$ cat config.mk
export PLATFORM = sky130hd
export DESIGN_NAME = fdfir_cell
export DESIGN_NICKNAME = d
export VERILOG_FILES = /design/src/design/fdfir_pkg.sv /design/src/design/fdfir_cell.sv
export SDC_FILE = /design/constraint.sdc
export NUM_CORES = 1
export LEC_CHECK = 0
export BUFFER_PORTS_ARGS = -buffer_cell sky130_fd_sc_hd__buf_2
export CAP_MARGIN = 40
export CORE_MARGIN = 3
export CORE_UTILIZATION = 25
export DETAILED_ROUTE_END_ITERATION = 10
export PLACE_DENSITY = 0.56
export SYNTH_ARGS = -nofsm -noshare
export SYNTH_HDL_FRONTEND = slang
export SYNTH_SLANG_ARGS = --single-unit
$ cat constraint.sdc
create_clock -name clk -period 2.3 [get_ports clk]
set_clock_uncertainty 0.1 [all_clocks]
set_input_delay 0.115 -clock clk [delete_from_list [all_inputs] [get_ports clk]]
set_output_delay 0.115 -clock clk [all_outputs]
set_load 0.01 [all_outputs]
$ cat src/design/fdfir_pkg.sv
// ----------------------------------------------------------------------------
// fdfir_pkg
// Shared widths, register codes, control structs and FSM states for the
// fractional-derivative FIR.
// ----------------------------------------------------------------------------
package fdfir_pkg;

  localparam int TAPS      = 32;
  localparam int IDX_W     = (TAPS > 1) ? $clog2(TAPS) : 1;
  localparam int SMP_W     = 16;
  localparam int TAP_W     = 32;
  localparam int TIDX_W    = 5;
  localparam int OUT_W     = 48;
  localparam int PROD_W    = SMP_W + TAP_W;
  localparam int ACC_W     = PROD_W + IDX_W;
  localparam int FRAC_BITS = 16;
  localparam int RAW_W     = ACC_W - FRAC_BITS;
  localparam int SEL_W     = (IDX_W > TIDX_W) ? IDX_W : TIDX_W;
  localparam int CFG_W     = 48;
  localparam int CFG_IDX_W = 2;

  localparam logic [CFG_IDX_W-1:0] REG_CLAMP_ENABLE = CFG_IDX_W'(0);
  localparam logic [CFG_IDX_W-1:0] REG_UPPER_BOUND  = CFG_IDX_W'(1);
  localparam logic [CFG_IDX_W-1:0] REG_LOWER_BOUND  = CFG_IDX_W'(2);

  localparam logic REQ_SAMPLE   = 1'b0;
  localparam logic REQ_TAP_LOAD = 1'b1;

  // Per-cycle control broadcast along the cell row
  typedef struct packed {
    logic shift;   // advance the delay line by one sample
    logic rotate;  // circulate sample and tap pairs one cell over
  } cell_ctrl_t;

  typedef struct packed {
    logic clear;   // zero the accumulator
    logic mul_en;  // multiply the pair at the tail of the row
  } mac_ctrl_t;

  typedef enum logic [1:0] {
    ST_IDLE,
    ST_RUN,
    ST_DRAIN,
    ST_DONE
  } fsm_t;

endpackage

$ cat src/design/fdfir_cell.sv
// ----------------------------------------------------------------------------
// fdfir_cell
// One tap position: holds one history sample and one coefficient, takes its
// neighbor's sample on shift or both values on rotate; loads the tap on select.
// ----------------------------------------------------------------------------
module fdfir_cell (
  input  logic                                clk,
  input  logic                                rst_n,
  input  fdfir_pkg::cell_ctrl_t               ctrl,
  input  logic                                tap_sel,
  input  logic signed [fdfir_pkg::TAP_W-1:0]  tap_load,
  input  logic signed [fdfir_pkg::SMP_W-1:0]  smp_left,
  input  logic signed [fdfir_pkg::TAP_W-1:0]  tap_left,
  output logic signed [fdfir_pkg::SMP_W-1:0]  smp_q,
  output logic signed [fdfir_pkg::TAP_W-1:0]  tap_q
);

  logic signed [fdfir_pkg::SMP_W-1:0] smp_r, smp_nxt;
  logic signed [fdfir_pkg::TAP_W-1:0] tap_r, tap_nxt;

  always_comb begin
    smp_nxt = smp_r;
    tap_nxt = tap_r;
    if (ctrl.rotate) begin
      smp_nxt = smp_left;
      tap_nxt = tap_left;
    end else begin
      if (ctrl.shift) begin
        smp_nxt = smp_left;
      end
      if (tap_sel) begin
        tap_nxt = tap_load;
      end
    end
  end

  always_ff @(posedge clk) begin
    if (!rst_n) begin
      smp_r <= '0;
      tap_r <= '0;
    end else begin
      smp_r <= smp_nxt;
      tap_r <= tap_nxt;
    end
  end

  assign smp_q = smp_r;
  assign tap_q = tap_r;

endmodule

* Yosys cells after proc, flatten, opt, wreduce, memory -nomap -nowiden
Cells that the tools add are included.
** Word-level totals
- Register bits after elaboration :: 48
- Input port bits :: 85
- Word-level logic and storage cells :: 8
- Output and inout bits :: 48
** Operators by class
- Multiplexer cells :: 4
- Reduce and logical (&&, ||, !) cells :: 2
** Operators with widths (number)
- 2-to-1 mux 32 bit :: 2
- 2-to-1 mux 16 bit :: 2
- nonzero test 2 bit :: 2

* Depth between registers and ports, before layout
- Word-level depth :: 2
- Gate-level depth with buffers :: 4

* Worst setup path before layout
No wires, ideal clock.
- Path kind :: input port to flip-flop
- Start :: in tap_sel
- End :: reg tap_r (netlist bit tap_q[10])
- Library setup time :: 0.116 ns
- Arrival time :: 0.849 ns
- Required time :: 2.084 ns
- Buffers on the path :: 2
- Cell stages on the path :: 4
- Path slack :: 1.235 ns
- Cells stage by stage :: buf_6 -> buf_12 -> mux2_4 -> o211a_1
** On the way
- Word-level cells in the longest chain between the ends :: 1
** RTL lines
- start: declaration :: RTL line fdfir_cell.sv:10 : input logic tap_sel,
- nonzero test 2 bit (no source line)
- end signal: assignment :: RTL line fdfir_cell.sv:43 : tap_r <= tap_nxt;
- end: declaration :: RTL line fdfir_cell.sv:19 : logic signed [fdfir_pkg::TAP_W-1:0] tap_r, tap_nxt;
Every way passes these cells.
A chain may end at the register's enable or synchronous reset.

* Worst setup path in the final report
- Start :: in tap_sel
- End :: reg tap_r (netlist bit tap_q[26])
Same word-level chain as after synthesis.

==> metrics.md <==
| Metric | Value |
|---|---|
| Startpoint class of the critical path | input port |
| WL final | 6330 um |
| Root buffer cell | clkbuf_8 |
| Area Growth Syn to Fin | 39.7% |
| Register-to-Register Path Depth | 2 |
| Worst slew margin | 0.696 |
| Die height | 105 um |
| CTS tree | built |
| Most frequent cells in the layout | 132 x buf_2, 48 x dfxtp_1, 32 x o211a_1 |
| Starting Density | 0.262 |
| CTS buffer count | 5 |
| Status | complete, no violations |
| Worst hold endpoint | tap_q[8] |
| Synthesized area | 2460 um2 |
| I/O Pins | 133 |
| Sw frac | 0.261 |
| CTS Sinks | 48 |
| Commonest non-fill, non-tap cell in the layout | buf_2 |
| Core area | 9420 um2 |
| Die area | 11100 um2 |
| Yosys top cell area share | 0.390 |
| Worst Hold Path Cells | 3 |
| Reg2reg start | smp_q[9] |
| Worst-path maximum fanout | 22 |
| TNS Setup | 0 ns |
| Post-synth net total | 299 |
| Maximum number of pins on one net before global-route repair | 61 |
| Setup violators final | 0 |
| Synth unique cells | 16 |
| Clk pin slew, worst setup/hold paths | 0.09 ns |
| Congestion Overflow GR | 0 |
| Sequential share of the synthesized area | 0.390 |
| Min cycle time layout | 1.17 ns |
| Critical path class | in -> reg |
| Fin crit share | 0.508 |
| FP Rows | 35 |
| Area leader, netlist | dfxtp_1 |
| Seq pwr share | 0.492 |
| LEAKAGE | 1.86 nW |
| Antenna-violating nets left | 0 |
| Layout Cells excl Fill | 481 |
| Die X | approximately 110 um |
| Clock buffer depth | 2 |
| Worst VDD drop | ~200 uV |
| Layout cells sized above 1 | 0.500 |
| Clock power share | 0.283 |
| WP data arrival | 1.26 ns |
| Synth Warn # | 0 |
| F_max | around 860 MHz |
| RSZ-0062 raised after global routing | no |
| Max-cap violations | 0 |
| Crit path largest cell delay | 0.33 ns |
| Iter 0 DRT Violations | 68 |
| Router iterations before antenna repair | 4 |
| Combinational power share | 0.225 |
| Total GRT Usage | 0.113 |
| Drt via density | 4.37 |
| Nets | 436 |
| Post-CTS Setup Bufs | 0 |
| Hold wc startpoint | tap_left[8] |
| Dpl cells | 457 |
| Synth top area cells | dfxtp_1 39%, mux2_4 18%, o211a_1 13% |
| IO Port Bufs | roughly 130 |
| Syn Area/Cell | 11.5 um2 |
| Power consumption | 1.87 mW |
| Fin. Hold Viols | 0 |
| Final slew viol count | 0 |
| Yosys reg bits | 48 |
| Residual DRC | 0 |
| DP HPWL | 4300 um |
| WL/cell | 13.2 um |
| Hold crit path type | in -> reg |
| Cell Pwr Density | 542 nW/um2 |
| Critical Path RT | 2.39 ns |
| Hold WS | 0.0227 ns |
| Int Pwr | 1.38 mW |
| CP cell instances | buf_2 > buf_12 > mux2_4 > o211a_1 |
| Worst-margin pin slew | 0.456 ns |
| Crit path max-delay cell type | buf_2 |
| Max H-tree Level | 2 |
| Ant diodes | 0 |
| First-pass GRT wire length | about 10000 um |
| Initial antenna violation count | 1 |
| GPL Wtd Cong | roughly 0.67 |
| Routed via count | 2100 |
| Element type at the critical path end | register |
| Worst skew pair latency | about 0.3 ns |
| Reg2reg setup slack | 1.27 ns |
| Cells after Synth | 214 |
| Switch Pwr | 486 uW |
| Number of global-route vias before repair | 2175 |
| Reg-to-Reg End | smp_q[9] |
-- sequential cells by signal, summed over array words and instances (netlist names) --
name and cells:
smp_q 16, tap_q 32
-- layer usage --
layer,vias to the layer above,track usage,routed length (um)
met1,958,0.145,2920
met5,-,0,13
met4,2,0.0309,59
met2,89,0.182,2830
li1,1042,-,-
met3,9,0.0361,512
-- stage by stage --
stage                     instance area [um2]   util  worst slack [ns]
after floorplan                          2460      -              1.23
after CTS                                3440  0.366              1.12
after global placement                   3170  0.337             0.812
after global routing                     3440  0.366              1.09
final                                    3440  0.366              1.13
after detailed placement                 3190  0.339             0.784
-- power groups by stage --
stage          clock [mW]  sequential (mW)  combinational (mW)
6_report            0.528            0.918               0.420
5_1_grt             0.601            0.925               0.460
4_1_cts             0.575            0.918               0.425
3_5_place_dp            0            0.937               0.402
3_3_place_gp            0            0.936               0.393
2_1_floorplan           0            0.965               0.222
-- cells by family after synthesis --
logic type | share of synthesized area
AOI/OAI and AO/OA | 0.211
buffers and inverters | 0.0665
DFF | 0.390
muxes | 0.192
and+or+nand+nor | 0.140
-- synth_stat cells --
cell,instances
a21boi_0,7
a21boi_1,9
buf_12,3
buf_2,3
buf_4,1
buf_6,3
clkbuf_1,10
clkbuf_2,2
dfxtp_1,48
mux2_2,2
mux2_4,30
nand2b_1,28
o211a_1,32
o21ai_0,16
or2b_1,4
or3b_1,16
-- worst max-delay path, delay by kind of cell --
family	cells	cell delay, ns
buf+inv	2	0.59
mux	1	0.32
compound gates	1	0.21
-- area by class of cell --
class / instances / area [um2]
repair buffers: 152 / 888
clock inverters: 2 / 10.0
clock buffers: 6 / 82.6
well taps: 129 / 161
fillers: 964 / 5970
multi-input cells: 144 / 1340
flip-flops and latches: 48 / 961
-- how the worst max path moves through the flow --
stage,depth (start not counted),to,startpoint,slack (ns)
after floorplan,4,tap_q[10],tap_sel,1.23
after global placement,4,tap_q[15],tap_sel,0.81
after detailed placement,4,tap_q[24],tap_sel,0.78
after CTS,4,tap_q[1],tap_sel,1.12
after global routing,4,tap_q[26],tap_sel,1.09
final,4,tap_q[26],tap_sel,1.13
-- repair_timing --
item,CTS,global route
setup endpoints to repair,0,0
hold buffers,16,0
endpoints found under the hold margin,16,0
resized for setup,0,0
Note: power is estimated with default switching activity, not from simulation.
