`config.mk`:
```
export PLATFORM = sky130hd
export DESIGN_NAME = fdfir_mac
export DESIGN_NICKNAME = d
export VERILOG_FILES = /design/src/design/fdfir_pkg.sv /design/src/design/fdfir_mac.sv
export SDC_FILE = /design/constraint.sdc
export NUM_CORES = 2
export LEC_CHECK = 0
export BUFFER_PORTS_ARGS = -buffer_cell sky130_fd_sc_hd__buf_4
export CORE_MARGIN = 2
export CORE_UTILIZATION = 40
export CTS_BUF_LIST = sky130_fd_sc_hd__clkbuf_4
export CTS_CLUSTER_DIAMETER = 150
export DETAILED_ROUTE_END_ITERATION = 16
export PLACE_DENSITY = 0.67
export SYNTH_ARGS = -nofsm -noshare
export SYNTH_HDL_FRONTEND = slang
export SYNTH_SLANG_ARGS = --single-unit
```
`constraint.sdc`:
```
create_clock -name clk -period 6.93 [get_ports clk]
set_input_delay 0.693 -clock clk [delete_from_list [all_inputs] [get_ports clk]]
set_output_delay 0.693 -clock clk [all_outputs]
set_load 0.01 [all_outputs]
```
`src/design/fdfir_pkg.sv`:
```
// ----------------------------------------------------------------------------
// fdfir_pkg
// Shared widths, register codes, control structs and FSM states for the
// fractional-derivative FIR.
// ----------------------------------------------------------------------------
package fdfir_pkg;

  localparam int TAPS      = 32;
  localparam int IDX_W     = (TAPS > 1) ? $clog2(TAPS) : 1;
  localparam int SMP_W     = 16;
  localparam int TAP_W     = 32;
  localparam int TIDX_W    = 5;
  localparam int OUT_W     = 48;
  localparam int PROD_W    = SMP_W + TAP_W;
  localparam int ACC_W     = PROD_W + IDX_W;
  localparam int FRAC_BITS = 16;
  localparam int RAW_W     = ACC_W - FRAC_BITS;
  localparam int SEL_W     = (IDX_W > TIDX_W) ? IDX_W : TIDX_W;
  localparam int CFG_W     = 48;
  localparam int CFG_IDX_W = 2;

  localparam logic [CFG_IDX_W-1:0] REG_CLAMP_ENABLE = CFG_IDX_W'(0);
  localparam logic [CFG_IDX_W-1:0] REG_UPPER_BOUND  = CFG_IDX_W'(1);
  localparam logic [CFG_IDX_W-1:0] REG_LOWER_BOUND  = CFG_IDX_W'(2);

  localparam logic REQ_SAMPLE   = 1'b0;
  localparam logic REQ_TAP_LOAD = 1'b1;

  // Per-cycle control broadcast along the cell row
  typedef struct packed {
    logic shift;   // advance the delay line by one sample
    logic rotate;  // circulate sample and tap pairs one cell over
  } cell_ctrl_t;

  typedef struct packed {
    logic clear;   // zero the accumulator
    logic mul_en;  // multiply the pair at the tail of the row
  } mac_ctrl_t;

  typedef enum logic [1:0] {
    ST_IDLE,
    ST_RUN,
    ST_DRAIN,
    ST_DONE
  } fsm_t;

endpackage

```
`src/design/fdfir_mac.sv`:
```
// ----------------------------------------------------------------------------
// fdfir_mac
// Shared multiply-accumulate at the tail of the cell row: registered
// 16 x 32 product, then exact accumulation.
// ----------------------------------------------------------------------------
module fdfir_mac (
  input  logic                                clk,
  input  logic                                rst_n,
  input  fdfir_pkg::mac_ctrl_t                ctrl,
  input  logic signed [fdfir_pkg::SMP_W-1:0]  smp,
  input  logic signed [fdfir_pkg::TAP_W-1:0]  tap,
  output logic signed [fdfir_pkg::ACC_W-1:0]  acc
);

  logic signed [fdfir_pkg::PROD_W-1:0] prod_r, prod_nxt;
  logic                                prod_vld_r;
  logic signed [fdfir_pkg::ACC_W-1:0]  acc_r, acc_nxt;

  assign prod_nxt = fdfir_pkg::PROD_W'(smp) * fdfir_pkg::PROD_W'(tap);

  always_comb begin
    acc_nxt = acc_r;
    if (ctrl.clear) begin
      acc_nxt = '0;
    end else if (prod_vld_r) begin
      acc_nxt = acc_r + fdfir_pkg::ACC_W'(prod_r);
    end
  end

  always_ff @(posedge clk) begin
    if (!rst_n) begin
      prod_vld_r <= 1'b0;
      acc_r      <= '0;
    end else begin
      prod_vld_r <= ctrl.mul_en;
      acc_r      <= acc_nxt;
    end
  end

  always_ff @(posedge clk) begin
    prod_r <= prod_nxt;
  end

  assign acc = acc_r;

endmodule

```
After elaboration in Yosys (flattened, before gate mapping)

Cells that the tools add are included.

Bits in registers: 102
Input bits: 52

Add/sub/neg operators: 1
$mul: 1
Bitwise operators: 1
Reduce and logical (&&, ||, !) cells: 1

Operators by type and width:

| kind                                           | count |
|---|---|
| 53-bit by 48-bit adder with 53-bit output      | 1 |
| 16-bit by 32-bit multiplier with 48-bit output | 1 |
| 2-bit OR reduction                             | 1 |
| 1-bit NOT                                      | 1 |

Longest topological paths before layout

Depth in word-level cells: 2
Gate-level depth with buffers: 26
Depth with buffers taken out: 24

Worst setup path after synthesis

OpenSTA, ideal clock, no wires.

Path type: in2reg
Start: input port tap[11] (netlist bit)
End: register prod_r[45] (netlist bit)
Library setup time: 0.127 ns
Data arrival time: 6.306 ns
Data required time: 6.803 ns
Slack: 0.497 ns
Cell stages on the path: 21
Path buffers: 1
Cell sequence: clkbuf_1 -> nand2_1 -> fa_1 -> fa_1 -> fa_1 -> inv_1 -> fa_1 -> fa_1 -> inv_1 -> fa_1 -> inv_1 -> ha_1 -> a21oi_1 -> o21ai_0 -> a2111oi_2 -> a31oi_1 -> a211oi_1 -> o211ai_1 -> a31oi_1 -> o21ai_0 -> xor2_1

Cells in the longest elaborated chain, start to end: 1

RTL lines:

| element                                        | RTL line        | source |
|---|---|---|
| start, declared                                | fdfir_mac.sv:11 | `input logic signed [fdfir_pkg::TAP_W-1:0] tap,` |
| 16-bit by 32-bit multiplier with 48-bit output | fdfir_mac.sv:19 | `assign prod_nxt = fdfir_pkg::PROD_W'(smp) * fdfir_pkg::PROD_W'(tap);` |
| via prod_nxt, one bit                          | fdfir_mac.sv:15 | `logic signed [fdfir_pkg::PROD_W-1:0] prod_r, prod_nxt;` |
| end signal, assigned                           | fdfir_mac.sv:41 | `prod_r <= prod_nxt;` |
| end, declared                                  | fdfir_mac.sv:15 |  |

The timed path passes the listed nets, and every way through them passes these cells.
A chain may end at the register's enable or synchronous reset.

Worst setup path after layout

Start: input port smp[1] (netlist bit)
End: register prod_r[35] (netlist bit)

Cells in the longest elaborated chain, start to end: 1

RTL lines:

| element                                        | RTL line        | source |
|---|---|---|
| start, declared                                | fdfir_mac.sv:10 | `input logic signed [fdfir_pkg::SMP_W-1:0] smp,` |
| 16-bit by 32-bit multiplier with 48-bit output | fdfir_mac.sv:19 |  |
| via prod_nxt, one bit                          | fdfir_mac.sv:15 |  |

The timed path passes the listed nets, and every way through them passes these cells.

==> metrics.md <==
| Metric | Value |
|---|---|
| Vias in the first global route | `between 15,000 and 20,000` |
| Synthesis warning total | `0` |
| Hold Path Class | `in -> reg` |
| Crit path max fanout | `32` |
| Critical path arrival | `~6.7 ns` |
| Layout cell share with drive strength beyond 1 | `0.0584` |
| Total CTS buffers | `9` |
| Part of the Yosys area used for sequential elements | `0.0865` |
| Largest family of logic cells by synthesized area | `adder cells` |
| Initial antenna violation count | `1` |
| FF-to-FF End | `acc[50]$_SDFFE_PP0P_` |
| Global Route Usage Sum | `0.192` |
| CTS HTree Levels | `3` |
| Dpl cell area | `25,100 sq um` |
| Count of cell types in the netlist | `73` |
| Mean post-synth cell area | `8.68 sq um` |
| Setup Buffers After CTS | `0` |
| Post-synthesis cell area | `about 24,000 sq um` |
| Post-CTS sizing | `0` |
| DR iter-0 viols | `about 1,200` |
| Worst skew pair latency | `around 0.5 ns` |
| Max-slew violation count | `0` |
| Worst Setup Start Kind | `input port` |
| Chip height | `about 250 um` |
| DRC errors left | `0` |
| Post-synthesis share of cell area spent on xor and xnor gates | `0.0345` |
| Clock transition at path regs | `~0.18 ns` |
| Crit share post-route | `0.899` |
| Effective utilization at floorplan | `0.402` |
| Worst Skew | `roughly 0.033 ns` |
| Rel. slew slack | `0.408` |
| Filler Cell Count | `5,792` |
| # clock sinks | `slightly above 100` |
| Hold-fix buffers, CTS | `0` |
| Vias | `approximately 18,000` |
| Wire per inst | `around 16 um` |
| Synth Area in Compound Gates | `0.0940` |
| CP Capture Type | `flip-flop` |
| Post-synth ARST share | `0` |
| Setup TNS | `0 ns` |
| Core region area | `58,700 sq um` |
| Largest net degree at the start of global routing | `43` |
| Buffers on Ports | `~100` |
| Crit. Startpoint | `smp[1]` |
| Gate Count Post-Synth | `about 2,700` |
| Met2 wire length | `about 25 mm` |
| IO Count | `105` |
| Via density | `about 5` |
| Synth Flop Type | `dfxtp_1` |
| Crit path required time | `between 7 and 8 ns` |
| Area share of and/or/nand/nor cells after synthesis | `0.161` |
| Core Util, Final | `0.431` |
| Area Overhead vs Synth | `7.04%` |
| Maximum Capacitance Violations | `0` |
| Synthesized-area fraction occupied by adder cells | `0.501` |
| Final nets | `3,456` |
| Total die area | `slightly above 60,000 sq um` |
| Final hold viol count | `0` |
| Grt total ovfl | `0` |
| Met3 routed wirelength | `about 3.8 mm` |
| Reg-to-reg slack, setup | `around 3.4 ns` |
| Clock Path Buffers | `2` |
| CTS root buffer | `clkbuf_4` |
| DRT Pass-1 Iters | `7` |
| TritonCTS clock tree | `yes` |
| Worst-margin pin slew | `roughly 0.9 ns` |
| DIE WIDTH | `247 um` |
| Multi-input logic area | `about 19,000 sq um` |
| Post-route ant nets | `0` |
| Syn_nets | `about 3,400` |
| EDFF count, synth | `0` |
| Status | `finished, final reports clean` |
| Final GP Congestion | `between 0.8 and 0.9` |
| Final Cell Area | `about 25,000 sq um` |
| Reg-to-Reg Start | `acc[0]$_SDFFE_PP0P_` |
| Detailed placer's ending HPWL | `approximately 48 mm` |
| Cell row count | `slightly below 90` |
| Crit path to | `prod_r[35]$_DFF_P_` |
| F_max | `between 150 and 200 MHz` |
| Final wirelength | `57.1 mm` |
| Reg area | `2040 sq um` |
| Register bit total from synthesis | `102` |
| Met1 WL | `roughly 28 mm` |
| Register-to-Register Path Depth | `12` |
| Global-route wire length before repair | `~94 mm` |
| CP Class | `in -> reg` |
| RSZ-0062 raised after global routing | `false` |
| Highest layer used for signal routing | `met4` |
| Mux cell area share after synthesis | `0.00980` |
| Tmin final | `~6.2 ns` |
| # setup viols final | `0` |
cells in the mapped netlist, types with 3 or more instances:
cell type / instances / area, sq um
inv_1: 602 / 2260
fa_1: 487 / 9750
nand2_1: 359 / 1350
and2_1: 207 / 1290
ha_1: 166 / 2080
nor2_1: 120 / 450
clkbuf_1: 103 / 387
dfxtp_1: 102 / 2040
a21oi_1: 94 / 470
o21ai_0: 66 / 330
xnor2_1: 61 / 534
a21o_1: 38 / 285
xor2_1: 32 / 280
nand3_1: 23 / 115
mux2i_1: 22 / 220
o21bai_1: 21 / 158
a211oi_1: 17 / 128
nand4_1: 17 / 106
nand2b_1: 15 / 93.8
nor3_1: 15 / 75.1
o31ai_1: 13 / 97.6
o211ai_1: 12 / 90.1
o21a_1: 12 / 90.1
nor2b_1: 11 / 68.8
a31oi_1: 8 / 50.1
and3_1: 7 / 43.8
buf_2: 6 / 30.0
or3_1: 5 / 31.3
or4_1: 5 / 37.5
a221oi_1: 4 / 35.0
a22oi_1: 4 / 30.0
a311oi_1: 4 / 35.0
a41oi_1: 4 / 35.0
a31o_2: 3 / 26.3
and4_1: 3 / 26.3
nor3b_1: 3 / 22.5
o22ai_1: 3 / 18.8
flip-flops by register name, indices dropped and copies added, names as in the netlist:
register    flops
prod_r         48
acc            53
prod_vld_r      1
routing by layer:
layer / up-vias / track usage
met5: - / 0
met4: 0 / 0.0344
met3: 48 / 0.0273
met2: 556 / 0.289
met1: 8764 / 0.295
li1: 8349 / -
cell usage in the layout (no fill, tap or decap), types with 4 or more instances in the layout:
| cell type | count |
|---|---|
| a22oi_1 | 4 |
| nor2b_1 | 11 |
| a311oi_1 | 4 |
| a21o_1 | 38 |
| and2_1 | 207 |
| nor3_1 | 15 |
| mux2i_1 | 22 |
| o31ai_1 | 13 |
| or4_1 | 5 |
| or3_1 | 5 |
| and3_1 | 7 |
| nand4_1 | 17 |
| a41oi_1 | 4 |
| dfxtp_1 | 101 |
| xnor2_1 | 61 |
| a221oi_1 | 4 |
| o211ai_1 | 12 |
| nand3_1 | 23 |
| a21oi_1 | 94 |
| nand2_1 | 359 |
| clkbuf_4 | 9 |
| buf_4 | 128 |
| o21ai_0 | 66 |
| o21bai_1 | 21 |
| ha_1 | 166 |
| xor2_1 | 32 |
| inv_1 | 602 |
| nor2_1 | 120 |
| o21a_1 | 12 |
| fa_1 | 487 |
| a211oi_1 | 17 |
| a31oi_1 | 8 |
| nand2b_1 | 15 |
through the flow:
stage               worst slack (ns)  hold slack, ns  cells
finish                         0.698           0.403   3530
global route                   0.432           0.396   3530
CTS                            0.713           0.382   3529
detailed placement             0.200           0.492   3513
global placement               0.277           0.482   3513
floorplan                      0.497           0.498   2722
worst min path at each step:
| stage | from | cells after the start | endpoint |
|---|---|---|---|
| detailed placement | acc[50]$_SDFFE_PP0P_ | 2 | acc[50]$_SDFFE_PP0P_ |
| global route | ctrl[0] | 2 | prod_vld_r$_SDFF_PN0_ |
| global placement | acc[50]$_SDFFE_PP0P_ | 2 | acc[50]$_SDFFE_PP0P_ |
| finish | ctrl[0] | 2 | prod_vld_r$_SDFF_PN0_ |
| floorplan | acc[28]$_SDFFE_PP0P_ | 2 | acc[28]$_SDFFE_PP0P_ |
| CTS | ctrl[0] | 2 | prod_vld_r$_SDFF_PN0_ |
critical path, stage by stage:
cell and delay [ns]:
buf_4 0.31, nand2_1 0.15, fa_1 0.52, fa_1 0.51, fa_1 0.51, inv_1 0.05
fa_1 0.48, fa_1 0.49, inv_1 0.05, fa_1 0.47, inv_1 0.04, ha_1 0.32
a21oi_1 0.15, o21ai_0 0.16, a2111oi_2 0.48, a21oi_1 0.12, a211oi_1 0.36, o21ai_1 0.19
a31o_2 0.28, o22ai_1 0.16, xnor2_1 0.14
kinds of logic after synthesis:
kind of cell               Yosys count
xor gates and xnor gates            93
adders and majority gates          653
AOI/OAI and AO/OA                  337
DFF                                102
and+or+nand+nor                    800
muxes                               23
buffers and inverters              714
final cells by class:
| cell class | instances | area share |
|---|---|---|
| Clock inverter | 7 | 0.00332 |
| Multi-Input combinational cell | 1906 | 0.747 |
| Timing Repair Buffer | 128 | 0.0380 |
| Sequential cell | 102 | 0.0808 |
| Antenna cell | 1 | 0.0000990 |
| Inverter | 604 | 0.0897 |
| Clock buffer | 9 | 0.00267 |
| Tap cell | 773 | 0.0383 |
Power is left out: the tool's default activity adds up to more than one toggle a clock period on the data nets, which glitch-free logic cannot reach.
